File: src/fbc_pkg.sv
// Shared types and constants for the frustum box classifier.
`timescale 1ns / 1ps
package fbc_pkg;

  localparam int unsigned FBC_NUM_PLANES = 6;
  localparam int unsigned FBC_NUM_AXES   = 3;

  localparam int unsigned FBC_COORD_W = 16;  // Q8.7 box coordinate
  localparam int unsigned FBC_NORM_W  = 12;  // Q2.9 normal component
  localparam int unsigned FBC_DIST_W  = 28;  // plane distance at product scale
  localparam int unsigned FBC_PROD_W  = 28;  // 12 x 16 signed product
  localparam int unsigned FBC_PAIR_W  = 29;  // sum of two products
  localparam int unsigned FBC_SUM_W   = 30;  // three products plus distance

  // Register stages inside fbc_plane_eval
  localparam int unsigned FBC_PLANE_STAGES = 3;

  localparam int unsigned FBC_IDX_W  = 3;
  localparam int unsigned FBC_DATA_W = 64;

  // Register indices on the configuration port
  localparam logic [FBC_IDX_W-1:0] FBC_REG_NEAR   = 3'd0;
  localparam logic [FBC_IDX_W-1:0] FBC_REG_FAR    = 3'd1;
  localparam logic [FBC_IDX_W-1:0] FBC_REG_LEFT   = 3'd2;
  localparam logic [FBC_IDX_W-1:0] FBC_REG_RIGHT  = 3'd3;
  localparam logic [FBC_IDX_W-1:0] FBC_REG_BOTTOM = 3'd4;
  localparam logic [FBC_IDX_W-1:0] FBC_REG_TOP    = 3'd5;

  typedef enum logic [1:0] {
    VERDICT_OUTSIDE = 2'd0,
    VERDICT_PARTIAL = 2'd1,
    VERDICT_INSIDE  = 2'd2
  } verdict_e;

  // Packed exactly as the 64-bit plane register
  typedef struct packed {
    logic signed [FBC_DIST_W-1:0] d;
    logic signed [FBC_NORM_W-1:0] nz;
    logic signed [FBC_NORM_W-1:0] ny;
    logic signed [FBC_NORM_W-1:0] nx;
  } fbc_plane_t;

  typedef struct packed {
    logic signed [FBC_COORD_W-1:0] z;
    logic signed [FBC_COORD_W-1:0] y;
    logic signed [FBC_COORD_W-1:0] x;
  } fbc_point_t;

  // Per-plane outcome, registered at the end of the plane pipeline
  typedef struct packed {
    logic none_pos;  // no corner strictly positive
    logic all_pos;   // every corner strictly positive
  } fbc_flags_t;

endpackage

File: src/fbc_plane_regs.sv
// Plane coefficient registers written through the configuration port.
`timescale 1ns / 1ps
module fbc_plane_regs
  import fbc_pkg::*;
(
  input  logic                  clk_i,
  input  logic                  rst_ni,
  input  logic                  cfg_we_i,
  input  logic [FBC_IDX_W-1:0]  cfg_index_i,
  input  logic [FBC_DATA_W-1:0] cfg_data_i,
  output fbc_plane_t            planes_o [FBC_NUM_PLANES]
);

  fbc_plane_t planes_q [FBC_NUM_PLANES];

  // Indices above the last plane are dropped
  always_ff @(posedge clk_i or negedge rst_ni) begin
    if (!rst_ni) begin
      for (int i = 0; i < FBC_NUM_PLANES; i++) begin
        planes_q[i] <= '0;
      end
    end else begin
      for (int i = 0; i < FBC_NUM_PLANES; i++) begin
        if (cfg_we_i && (cfg_index_i == FBC_IDX_W'(i))) begin
          planes_q[i] <= fbc_plane_t'(cfg_data_i);
        end
      end
    end
  end

  assign planes_o = planes_q;

endmodule

File: config.mk
export PLATFORM = sky130hd
export DESIGN_NAME = fbc_plane_regs
export DESIGN_NICKNAME = d
export VERILOG_FILES = /design/src/fbc_pkg.sv /design/src/fbc_plane_regs.sv
export SDC_FILE = /design/constraint.sdc
export NUM_CORES = 1
export LEC_CHECK = 0
export BUFFER_PORTS_ARGS = -buffer_cell sky130_fd_sc_hd__buf_2
export CORE_ASPECT_RATIO = 0.5
export CORE_MARGIN = 5
export CORE_UTILIZATION = 50
export DETAILED_ROUTE_END_ITERATION = 10
export GPL_TIMING_DRIVEN = 0
export PLACE_DENSITY = 0.78
export SYNTH_ARGS = -nofsm -noshare
export SYNTH_HDL_FRONTEND = slang
export SYNTH_SLANG_ARGS = --single-unit
File: constraint.sdc
create_clock -name clk_i -period 1.5 [get_ports clk_i]
set_input_delay 0.15 -clock clk_i [delete_from_list [all_inputs] [get_ports clk_i]]
set_output_delay 0.15 -clock clk_i [all_outputs]
set_load 0.05 [all_outputs]
After elaboration in Yosys (flattened, before gate mapping)
Index checks and enable logic that the tools add are counted.
{"block": "word_totals", "input_bits": 70, "mem_bits_rw": 0, "word_cells": 36, "mem_bits_ro": 0, "out_inout_bits": 384, "latchBits": 0, "memories": 0, "reg_bits": 384}
{"block": "classes", "n_reduce_logical": 7, "magnitude_cmp": 0, "eq_ne": 5, "bitwise_logic": 0, "div_mod_pow": 0, "n_mul": 0, "shifts": 0, "muxes": 0, "addsub": 0}
{"cell": "$eq 3x2->1 const B", "n": 2}
{"cell": "$eq 3x3->1 const B", "n": 2}
{"cell": "$logic_and 1x1->1", "n": 6}
{"cell": "$eq 3x1->1 const B", "n": 1}
{"cell": "$logic_not 3->1", "n": 1}

Longest topological paths before layout
{"block": "depth", "depth_word": 2, "ltp_mapped": 4, "mapped_depth_nobuf": 2}

Worst setup path before layout
No wires, ideal clock.
{"block": "synth_path", "kind": "input to register", "from": "input port cfg_index_i[0]", "to": "register planes_q (netlist bit planes_o[320])", "setup_time_ps": 125, "n_path_buf": 2, "path_slack_ps": 274, "cell_stages": 4, "required_time_ps": 1375, "t_arrival_ps": 1101, "path_cell_list": "nor4b_2 -> buf_6 -> buf_12 -> mux2_2"}
{"block": "synth_via", "elab_chain_len": 2}
{"element": "start: declaration", "line_no": "fbc_plane_regs.sv:9", "text": "input logic [FBC_IDX_W-1:0] cfg_index_i,"}
{"element": "$logic_not 3->1", "line_no": "fbc_plane_regs.sv:24", "text": "if (cfg_we_i && (cfg_index_i == FBC_IDX_W'(i))) begin"}
{"element": "$logic_and 1x1->1", "line_no": "fbc_plane_regs.sv:24"}
{"element": "end signal: indexed assignment", "line_no": "fbc_plane_regs.sv:25", "text": "planes_q[i] <= fbc_plane_t'(cfg_data_i);"}
{"element": "end: declaration", "line_no": "fbc_plane_regs.sv:14", "text": "fbc_plane_t planes_q [FBC_NUM_PLANES];"}
No other way between the ends.
A chain may end at the register's enable or synchronous reset.

Final worst setup path
{"block": "layout_path", "from": "register planes_q (netlist bit planes_o[107])", "to": "output port planes_o[107] (netlist name)"}
{"element": "end: declaration", "line_no": "fbc_plane_regs.sv:11", "text": "output fbc_plane_t planes_o [FBC_NUM_PLANES]"}
No word-level cell between the ends.

==> impl_results.md <==
- Outcome: complete, but fails checks
- Failing checks: negative hold slack
- Most Crowded Layer GR: met2
- RePlAce Congestion: 0.820
- Crit path cell chain: buf_2
- Clock sink total: 384
- CP startpoint: planes_o[107]
- Mapped cell area: 0.0153 mm²
- Req. time, crit path: 1.35 ns
- I/O Buffers: 453
- Worst min-delay path class: in -> async
- CP arrival: 1.20 ns
- Clock Latency Late Sink: 0.52 ns
- Die width: 258 µm
- Netlist cell types: 10
- I/O Pins: 454
- Reg2reg start: planes_o[193]
- Multi-input gate area: 0.00511 mm²
- Delay-heaviest family, CP: flip-flops
- Hold_ws: -0.531 ns
- Fin nets: 1,445
- Initial DRT Pass Iterations: 4
- Top post-synthesis cells by area: dfrtp_1 (63%), mux2_4 (19%), mux2_2 (14%)
- Sw power: 16.1 mW
- GR Util met2: 0.424
- Final slew viol count: 0
- Via Count: 9,315
- Largest net degree at the start of global routing: 127
- Die Ht: 134 µm
- Fill cell count: 2,109
- Critical path's slowest cell: dfrtp_1
- Net Count, Synth: 886
- WL per Instance: 23.2 µm
- CTS clk-pin slew, worst paths: 0.07 ns
- Via-to-Cell Ratio: 5.18
- Startpoint Class: flip-flop
- Total core area: 0.0303 mm²
- Crit path kind: reg -> out
- Internal Power: 22.3 mW
- Initial Utilization: 0.506
- First-pass GRT wire length: 63,600 µm
- CTS max path bufs: 3
- LEAKAGE: 9.83 nW
- Inserted Clock Buffers: 36
- Crit end category: output pin
- Area leader, netlist: dfrtp_1
- Placement Setup Slack: -0.533 ns
- GR Util met1: 0.282
- Pwr dens: 1910 mW/mm²
- Gate Count Post-Synth: 816
- Fin util: 0.663
- CTS resizes: 0
- Share of the synthesized area in the top cell type: 0.626
- Post-CTS Hold Buffers: 64
- CP peak stage delay: 0.36 ns
- Share of power burned in registers: 0.363
- Worst Tran Pin Value: 0.633 ns
- Setup TNS: 0 ns
- CP Max Fanout: 2
- Clock Power Share: 0.247
- Worst ir drop on vdd: 0.000960 V
- TritonCTS clock tree: built
- CTS Root Cell: clkbuf_16
- Power Total: 38.4 mW
- Number of global-route vias before repair: 10,300
- Drt first-iter violations: 372
- Peak Freq: 743 MHz
- Post-CTS setup buffers: 0
- Met3 usage: 0.0357
- GR Overflow Total: 0
- Endpoints failing setup: 0
- Final period util: 0.898
- Yosys reg bits: 384
- Gr usage total: 0.234
- Area growth syn-to-layout: 30.8%
- Setup ws final: 0.153 ns
- Initial antenna violation count: 1
- Max FFs per register: 384
- Hold Vio Cnt, Final: 137
- Yosys warning count: 0
- Max-cap violation count: 0
- Register area: 0.00961 mm²
- Net Sw Frac: 0.419
- Sequential-to-total area share from yosys stat: 0.626
- Minimum clock period after layout: 1.35 ns
- Comb pwr share: 0.391
- Worst rel slew slack: 0.578
- Die area: 0.0345 mm²
- Share of post-route cells with drive strength above 1: 0.670
- Syn avg cell area: 18.8 µm²
- WP buf/inv: 1
- # rows: 45
- DR DRC count: 0
- Post-DP HPWL: 28,800 µm
- RSZ-0062 raised after global routing: false
- Layout Skew: 0 ns
- ANT nets after route: 0
- Final WL: 41,800 µm
- H-tree depth: 2
==> worst paths after layout <==
kind / cells after the start / endpoint / slack (ns)
worst min-delay path: 1 / planes_o[243] / -0.53
worst max-delay path: 1 / planes_o[107] / 0.15
worst max register to register: 1 / planes_o[193] / 0.70
min in group clk_i: 4 / planes_o[383] / 0.24
max in group asynchronous: 4 / planes_o[16] / 0.28
worst min register to register: 1 / planes_o[30] / 0.50
==> power by group through the flow <==
stage,registers (mW),logic [mW],clock network [mW]
5_1_grt,14.2,15.4,10.1
2_1_floorplan,22.1,2.86,0
3_3_place_gp,13.9,14.7,0
6_report,13.9,15.0,9.47
3_5_place_dp,14.1,14.9,0
4_1_cts,13.9,15.1,9.64
==> area by class of cell <==
class | count | area share
repair buffers | 521 | 0.151
clock inverters | 12 | 0.00860
clock buffers | 51 | 0.0512
diodes | 1 | 0.000125
well taps | 399 | 0.0249
flip-flops and latches | 384 | 0.479
plain buffers | 42 | 0.0312
multi-input cells | 390 | 0.254
==> cell families after synthesis <==
logic type             share of synthesized area
multiplexers                               0.328
flip-flops                                 0.626
buffers and inverters                     0.0408
AND/OR/NAND/NOR                          0.00457
==> stage by stage <==
step,cells,area (µm²)
floorplan,816,15300
global placement,1668,18100
detailed placement,1671,18200
CTS,1798,20000
global route,1800,20100
finish,1800,20100
==> layout by cell type (no fill, tap or decap) <==
cell,n
and4bb_1,3
buf_12,24
buf_16,3
buf_2,454
buf_4,12
buf_6,4
buf_8,1
bufinv_16,4
clkbuf_1,9
clkbuf_16,38
clkbuf_8,5
clkinv_2,5
clkinvlp_4,1
dfrtp_1,384
diode_2,1
dlygate4sd3_1,64
inv_6,1
inv_8,1
mux2_2,194
mux2_4,190
nand4b_1,2
nor4b_2,1
==> Yosys cell counts <==
library cell	n
dfrtp_1	384
buf_2	2
mux2_4	190
nor4b_2	1
buf_6	4
buf_12	24
mux2_2	194
nand4b_1	2
buf_4	12
and4bb_1	3
==> metal layers <==
metal,vias to the layer above,part of all wire
li1,4003,-
met1,4900,0.38
met2,288,0.53
met3,124,0.037
met4,0,0.048
met5,-,0
(Power assumes the default switching activity.)
