<file path="src/fbc_pkg.sv">
// Shared types and constants for the frustum box classifier.
`timescale 1ns / 1ps
package fbc_pkg;

  localparam int unsigned FBC_NUM_PLANES = 6;
  localparam int unsigned FBC_NUM_AXES   = 3;

  localparam int unsigned FBC_COORD_W = 16;  // Q8.7 box coordinate
  localparam int unsigned FBC_NORM_W  = 12;  // Q2.9 normal component
  localparam int unsigned FBC_DIST_W  = 28;  // plane distance at product scale
  localparam int unsigned FBC_PROD_W  = 28;  // 12 x 16 signed product
  localparam int unsigned FBC_PAIR_W  = 29;  // sum of two products
  localparam int unsigned FBC_SUM_W   = 30;  // three products plus distance

  // Register stages inside fbc_plane_eval
  localparam int unsigned FBC_PLANE_STAGES = 3;

  localparam int unsigned FBC_IDX_W  = 3;
  localparam int unsigned FBC_DATA_W = 64;

  // Register indices on the configuration port
  localparam logic [FBC_IDX_W-1:0] FBC_REG_NEAR   = 3'd0;
  localparam logic [FBC_IDX_W-1:0] FBC_REG_FAR    = 3'd1;
  localparam logic [FBC_IDX_W-1:0] FBC_REG_LEFT   = 3'd2;
  localparam logic [FBC_IDX_W-1:0] FBC_REG_RIGHT  = 3'd3;
  localparam logic [FBC_IDX_W-1:0] FBC_REG_BOTTOM = 3'd4;
  localparam logic [FBC_IDX_W-1:0] FBC_REG_TOP    = 3'd5;

  typedef enum logic [1:0] {
    VERDICT_OUTSIDE = 2'd0,
    VERDICT_PARTIAL = 2'd1,
    VERDICT_INSIDE  = 2'd2
  } verdict_e;

  // Packed exactly as the 64-bit plane register
  typedef struct packed {
    logic signed [FBC_DIST_W-1:0] d;
    logic signed [FBC_NORM_W-1:0] nz;
    logic signed [FBC_NORM_W-1:0] ny;
    logic signed [FBC_NORM_W-1:0] nx;
  } fbc_plane_t;

  typedef struct packed {
    logic signed [FBC_COORD_W-1:0] z;
    logic signed [FBC_COORD_W-1:0] y;
    logic signed [FBC_COORD_W-1:0] x;
  } fbc_point_t;

  // Per-plane outcome, registered at the end of the plane pipeline
  typedef struct packed {
    logic none_pos;  // no corner strictly positive
    logic all_pos;   // every corner strictly positive
  } fbc_flags_t;

endpackage

</file>
<file path="src/fbc_plane_eval.sv">
// Three-stage evaluation of one plane against the eight box corners.
`timescale 1ns / 1ps
module fbc_plane_eval
  import fbc_pkg::*;
(
  input  logic       clk_i,
  input  fbc_plane_t plane_i,
  input  fbc_point_t corner_a_i,
  input  fbc_point_t corner_b_i,
  output fbc_flags_t flags_o
);

  // The largest and smallest of n.p over the eight corners are the sums of
  // the per-axis extremes, so two sums decide "none" and "all" positive.

  logic signed [FBC_NORM_W-1:0]  norm  [FBC_NUM_AXES];
  logic signed [FBC_COORD_W-1:0] coord_a [FBC_NUM_AXES];
  logic signed [FBC_COORD_W-1:0] coord_b [FBC_NUM_AXES];

  assign norm[0]    = plane_i.nx;
  assign norm[1]    = plane_i.ny;
  assign norm[2]    = plane_i.nz;
  assign coord_a[0] = corner_a_i.x;
  assign coord_a[1] = corner_a_i.y;
  assign coord_a[2] = corner_a_i.z;
  assign coord_b[0] = corner_b_i.x;
  assign coord_b[1] = corner_b_i.y;
  assign coord_b[2] = corner_b_i.z;

  // Stage 1: products
  logic signed [FBC_PROD_W-1:0] prod_a_d [FBC_NUM_AXES];
  logic signed [FBC_PROD_W-1:0] prod_b_d [FBC_NUM_AXES];
  logic signed [FBC_PROD_W-1:0] prod_a_q [FBC_NUM_AXES];
  logic signed [FBC_PROD_W-1:0] prod_b_q [FBC_NUM_AXES];

  always_comb begin
    for (int i = 0; i < FBC_NUM_AXES; i++) begin
      prod_a_d[i] = FBC_PROD_W'(norm[i]) * FBC_PROD_W'(coord_a[i]);
      prod_b_d[i] = FBC_PROD_W'(norm[i]) * FBC_PROD_W'(coord_b[i]);
    end
  end

  always_ff @(posedge clk_i) begin
    prod_a_q <= prod_a_d;
    prod_b_q <= prod_b_d;
  end

  // Stage 2: per-axis extremes, x and y summed
  logic signed [FBC_PROD_W-1:0] hi [FBC_NUM_AXES];
  logic signed [FBC_PROD_W-1:0] lo [FBC_NUM_AXES];
  logic signed [FBC_PAIR_W-1:0] hi_xy_d, lo_xy_d, hi_xy_q, lo_xy_q;
  logic signed [FBC_PROD_W-1:0] hi_z_q, lo_z_q;

  always_comb begin
    for (int i = 0; i < FBC_NUM_AXES; i++) begin
      if (prod_a_q[i] > prod_b_q[i]) begin
        hi[i] = prod_a_q[i];
        lo[i] = prod_b_q[i];
      end else begin
        hi[i] = prod_b_q[i];
        lo[i] = prod_a_q[i];
      end
    end
    hi_xy_d = FBC_PAIR_W'(hi[0]) + FBC_PAIR_W'(hi[1]);
    lo_xy_d = FBC_PAIR_W'(lo[0]) + FBC_PAIR_W'(lo[1]);
  end

  always_ff @(posedge clk_i) begin
    hi_xy_q <= hi_xy_d;
    lo_xy_q <= lo_xy_d;
    hi_z_q  <= hi[2];
    lo_z_q  <= lo[2];
  end

  // Stage 3: add z and distance, sign test
  logic signed [FBC_SUM_W-1:0] max_s, min_s;
  fbc_flags_t                  flags_d, flags_q;

  always_comb begin
    max_s = FBC_SUM_W'(hi_xy_q) + FBC_SUM_W'(hi_z_q) + FBC_SUM_W'(plane_i.d);
    min_s = FBC_SUM_W'(lo_xy_q) + FBC_SUM_W'(lo_z_q) + FBC_SUM_W'(plane_i.d);
    flags_d.none_pos = !(max_s > 0);
    flags_d.all_pos  = (min_s > 0);
  end

  always_ff @(posedge clk_i) begin
    flags_q <= flags_d;
  end

  assign flags_o = flags_q;

endmodule

</file>
<file path="config.mk">
export PLATFORM = sky130hd
export DESIGN_NAME = fbc_plane_eval
export DESIGN_NICKNAME = d
export VERILOG_FILES = /design/src/fbc_pkg.sv /design/src/fbc_plane_eval.sv
export SDC_FILE = /design/constraint.sdc
export NUM_CORES = 2
export LEC_CHECK = 0
export BUFFER_PORTS_ARGS = -buffer_cell sky130_fd_sc_hd__clkbuf_2
export CORE_ASPECT_RATIO = 1.2
export CORE_MARGIN = 2
export CORE_UTILIZATION = 30
export CTS_CLUSTER_DIAMETER = 60
export DETAILED_ROUTE_END_ITERATION = 12
export PLACE_DENSITY_LB_ADDON = 0.2
export SLEW_MARGIN = 20
export SYNTH_ARGS = -nofsm -noshare
export SYNTH_HDL_FRONTEND = slang
export SYNTH_SLANG_ARGS = --single-unit
</file>
<file path="constraint.sdc">
create_clock -name clk_i -period 10.82 [get_ports clk_i]
set_clock_uncertainty 0.05 [all_clocks]
set_input_delay 0 -clock clk_i [delete_from_list [all_inputs] [get_ports clk_i]]
set_output_delay 0 -clock clk_i [all_outputs]
set_load 0.02 [all_outputs]
</file>
After elaboration in Yosys (flattened, before gate mapping)
Cells that the tools add are included.
{"block": "totals", "regBits": 284, "output_inout_bits": 2, "latch_bits": 0, "ramBits": 0, "mem_count": 0, "inputBits": 161, "word_cells": 36, "romBits": 0}
{"block": "classes", "shift": 0, "div": 0, "n_eq_ne": 0, "multipliers": 6, "bitwise": 0, "addsub": 6, "n_reduce_logical": 1, "n_mux": 6, "magnitude_cmp": 5}
{"operator": "$mul 12x16->28", "count": 6}
{"operator": "$mux 28", "count": 6}
{"operator": "$gt 28x28->1", "count": 3}
{"operator": "$add 29x28->30", "count": 2}
{"operator": "$add 30x28->30", "count": 2}
{"operator": "$gt 30x1->1 const B", "count": 2}
{"operator": "$add 28x28->29", "count": 2}
{"operator": "$logic_not 1->1", "count": 1}

Logic depth before layout (Yosys ltp)
{"block": "depth", "word_depth": 4, "mapped_depth": 25, "mapped_depth_nobuf": 24}

Worst setup path after synthesis
No wires, ideal clock.
{"block": "synth_path", "path_kind": "input -> register", "from": "input plane_i[11] (netlist name)", "to": "register prod_a_q[83] (netlist name)", "setup_ps": 121, "n_path_buf": 1, "setup_slack_ps": 5386, "required_time_ps": 10649, "t_arrival_ps": 5263, "cell_stages": 21, "path_cell_list": "inv_1 > buf_1 > nor2_1 > fa_1 > fa_1 > fa_1 > fa_1 > inv_1 > fa_1 > inv_1 > ha_1 > a21o_1 > a21oi_1 > nand2_1 > o21a_1 > a211o_1 > o311a_1 > o21a_1 > o21a_1 > o41a_1 > xnor2_1"}
{"element": "start: declaration", "line_no": "fbc_plane_eval.sv:7", "source": "input fbc_plane_t plane_i,"}
{"element": "end signal: assignment", "line_no": "fbc_plane_eval.sv:44", "source": "prod_a_q <= prod_a_d;"}
{"element": "end: declaration", "line_no": "fbc_plane_eval.sv:33", "source": "logic signed [FBC_PROD_W-1:0] prod_a_q [FBC_NUM_AXES];"}

Final worst setup path
{"block": "layout_path", "from": "register prod_b_q[57] (netlist name)", "to": "register lo_xy_q[28]"}
{"block": "layout_between", "elab_chain_len": 3}
{"element": "start: declaration", "line_no": "fbc_plane_eval.sv:34", "source": "logic signed [FBC_PROD_W-1:0] prod_b_q [FBC_NUM_AXES];"}
{"element": "start signal: assignment", "line_no": "fbc_plane_eval.sv:45", "source": "prod_b_q <= prod_b_d;"}
{"element": "$gt 28x28->1", "line_no": "fbc_plane_eval.sv:56", "source": "if (prod_a_q[i] > prod_b_q[i]) begin"}
{"element": "$mux 28 *", "line_no": "fbc_plane_eval.sv:56"}
{"element": "$add 28x28->29 *", "line_no": "fbc_plane_eval.sv:65", "source": "lo_xy_d = FBC_PAIR_W'(lo[0]) + FBC_PAIR_W'(lo[1]);"}
{"element": "net lo_xy_d[28]", "line_no": "fbc_plane_eval.sv:51", "source": "logic signed [FBC_PAIR_W-1:0] hi_xy_d, lo_xy_d, hi_xy_q, lo_xy_q;"}
{"element": "end signal: assignment", "line_no": "fbc_plane_eval.sv:70", "source": "lo_xy_q <= lo_xy_d;"}
{"element": "end: declaration", "line_no": "fbc_plane_eval.sv:51"}
The timed path passes the listed nets; every way through them passes the cells marked *.

==> run summary <==
final WL = 159000 µm
synth unique cells = 79
post-DP HPWL = 134000 µm
Final ANT Viol Nets = 0
CP dominant cell by count = o21ai_0
DR top layer = met5
Slew Limit Fails = 0
number of placed cells counting well taps = 8800
vias per cell = 4.67
total die area = 0.196 mm²
Setup Fix Bufs, Post-CTS = 0
pin count of the biggest net entering global routing = 57
mapped cell area = 0.0577 mm²
number of buffers added on ports = 162
Num CTS Buffers = 43
Final period util = 0.575
RSZ-0062 raised after global routing = false
Area contributors post-synth = fa_1 39%, ha_1 12%, dfxtp_1 9.9%
Critical Path Stages = 25
aggregate global-route resource usage = 0.167
CTS tree = yes
H-tree depth = 2
Core Box Area = 0.191 mm²
Synth area leader = fa_1
Startpoint Class = register
critical path endpoint category = register
Non-Filler Instances = 8905
CP max stage cell = fa_1
top_reg_cell synth = dfxtp_1
residual DRC count = 0
fin crit period = 6.22 ns
Routed met2 length = 80200 µm
count leader, synth = inv_1
drt first pass iters = 8
clk_lat worst skew = 0.60 ns
headroom to the max-slew limit = 0.293
final setup violation count = 0
Critical Path Fanout Max = 56
die width = 404 µm
CP max stage delay = 0.46 ns
top cells by count, synth = 1388 x inv_1, 1130 x fa_1, 792 x nand2_1, 550 x ha_1, 368 x and2_1
Avg Cell Area, Syn = 9.06 µm²
worst-case clock buffer depth = 3
Crit path arrival time = 6.69 ns
Seq/Total Area, Yosys = 0.0986
gpl congestion = 0.862
status = finished clean
Fill cells = 20000
Worst Max-Slew Pin Slew = 1.05 ns
Synth Register Bits = 284
area fraction of the dominant cell type after synthesis = 0.392
initial drt markers = 2125
starting density of the core = 0.301
worst reg2reg path depth = 25
Die Ht = 484 µm
std cell rows = 176
final-stage net count = 8206
Yosys warnings = 0
WL per Instance = 17.9 µm
vias in the first global route = 44800
Net Count, Synth = 8204
Worst-path clk slew = 0.06 ns
CTS sink cnt = 284
WL met3 = 6690 µm
Boundary Pins = 163
post-route setup TNS = 0 ns
maxcap violations = 0
CP top delay family = compound AO/OA/AOI/OAI gates
layout cell share with drive strength beyond 1 = 0.0713
Post-synth EDFFs = 0
initial antenna violation count = 31
Fin. Hold Viols = 0
Critical Path RT = 11.29 ns
critical path class = reg -> reg
vias = 41600
Critical path buffers and inverters = 2
Fmax = 161 MHz
grt ovf = 0
clk root buf = clkbuf_16
Area Growth Syn to Fin = 8.39%
Post-synth ARST share = 0
met1 WL = 67800 µm
Hold Crit Depth = 3
Mapped Cells = 6363
first-pass GRT wire length = 257000 µm
Hold WC Path Type = in -> reg
## routing by layer
metal	vias to the layer above	GRT usage
met5	-	0
met4	30	0.0437
met3	162	0.0180
met2	683	0.294
met1	21100	0.216
li1	19500	-
## timing repair
item | 4_1_cts | 5_1_grt
endpoints found under the hold margin | 14 | 0
resized for setup | 0 | 0
hold buffers | 12 | 0
## state kept, by name, summed over array words and instances, names as in the netlist
register / cells
prod_a_q: 84
prod_b_q: 84
hi_xy_q: 29
lo_xy_q: 29
hi_z_q: 28
lo_z_q: 28
flags_o: 2
## cells by family after synthesis
group | count (synthesis) | synth area share
adders and majority gates | 1680 | 0.512
xor gates and xnor gates | 231 | 0.0351
muxes | 175 | 0.0341
DFF | 284 | 0.0986
AOI/OAI and AO/OA | 633 | 0.0726
buffers and inverters | 1620 | 0.106
and+or+nand+nor | 1740 | 0.142
## stage by stage
stage | worst slack [ns] | instance area, µm² | utilization | hold slack, ns
CTS | 4.66 | 62500 | 0.326 | 0.0240
detailed placement | 4.33 | 60800 | 0.318 | 0.410
floorplan | 5.39 | 57700 | - | 0.0717
finish | 4.60 | 62500 | 0.327 | 0.0600
global route | 4.17 | 62500 | 0.326 | 0.0442
global placement | 4.50 | 60800 | 0.318 | 0.397
## final timing paths
check / to / start / slack [ns]
hold reg to reg: lo_z_q[9]$_DFF_P_ / prod_a_q[9]$_DFF_P_ / 0.48
setup reg to reg: lo_xy_q[28]$_DFF_P_ / prod_b_q[57]$_DFF_P_ / 4.60
setup / recovery: lo_xy_q[28]$_DFF_P_ / prod_b_q[57]$_DFF_P_ / 4.60
hold / removal: prod_a_q[29]$_DFF_P_ / corner_a_i[17] / 0.06
## cell type report
cell class	instances	area, µm²	area share
antenna	13	32.5	0.000521
sequential	284	5690	0.0910
clock inverter	29	343	0.00549
multi-input combinational	4459	45900	0.735
inverter	1390	5220	0.0835
tap	2492	3120	0.0499
clock buffer	51	1170	0.0187
timing repair buffer	187	1030	0.0165
## layout by cell type, fill, tap and decap left out, types with 32 or more instances in the layout
cell       count
and3_1        34
o21a_1        32
xnor2_1      180
fa_1        1130
nand3_1       56
mux2_2       170
ha_1         550
xor2_1        51
nand2_1      792
and2_1       368
nor3_1        67
nor2_1       235
nor2b_1       40
clkbuf_16     43
clkbuf_2     162
inv_1       1388
dfxtp_1      284
o21ai_0      133
a21oi_1      167
a21o_1        89
nand2b_1      55
## worst register-to-register path, delay by kind of cell (launching register included)
family                     cells  cell delay, ns
AOI/OAI and AO/OA             14            3.41
adders and majority gates      3            0.97
buffers and inverters          2            0.41
DFF                            1            0.37
muxes                          1            0.38
and+or+nand+nor                5            0.58
Power is left out: the tool's default activity adds up to more than one toggle a clock period on the data nets, which glitch-free logic cannot reach.
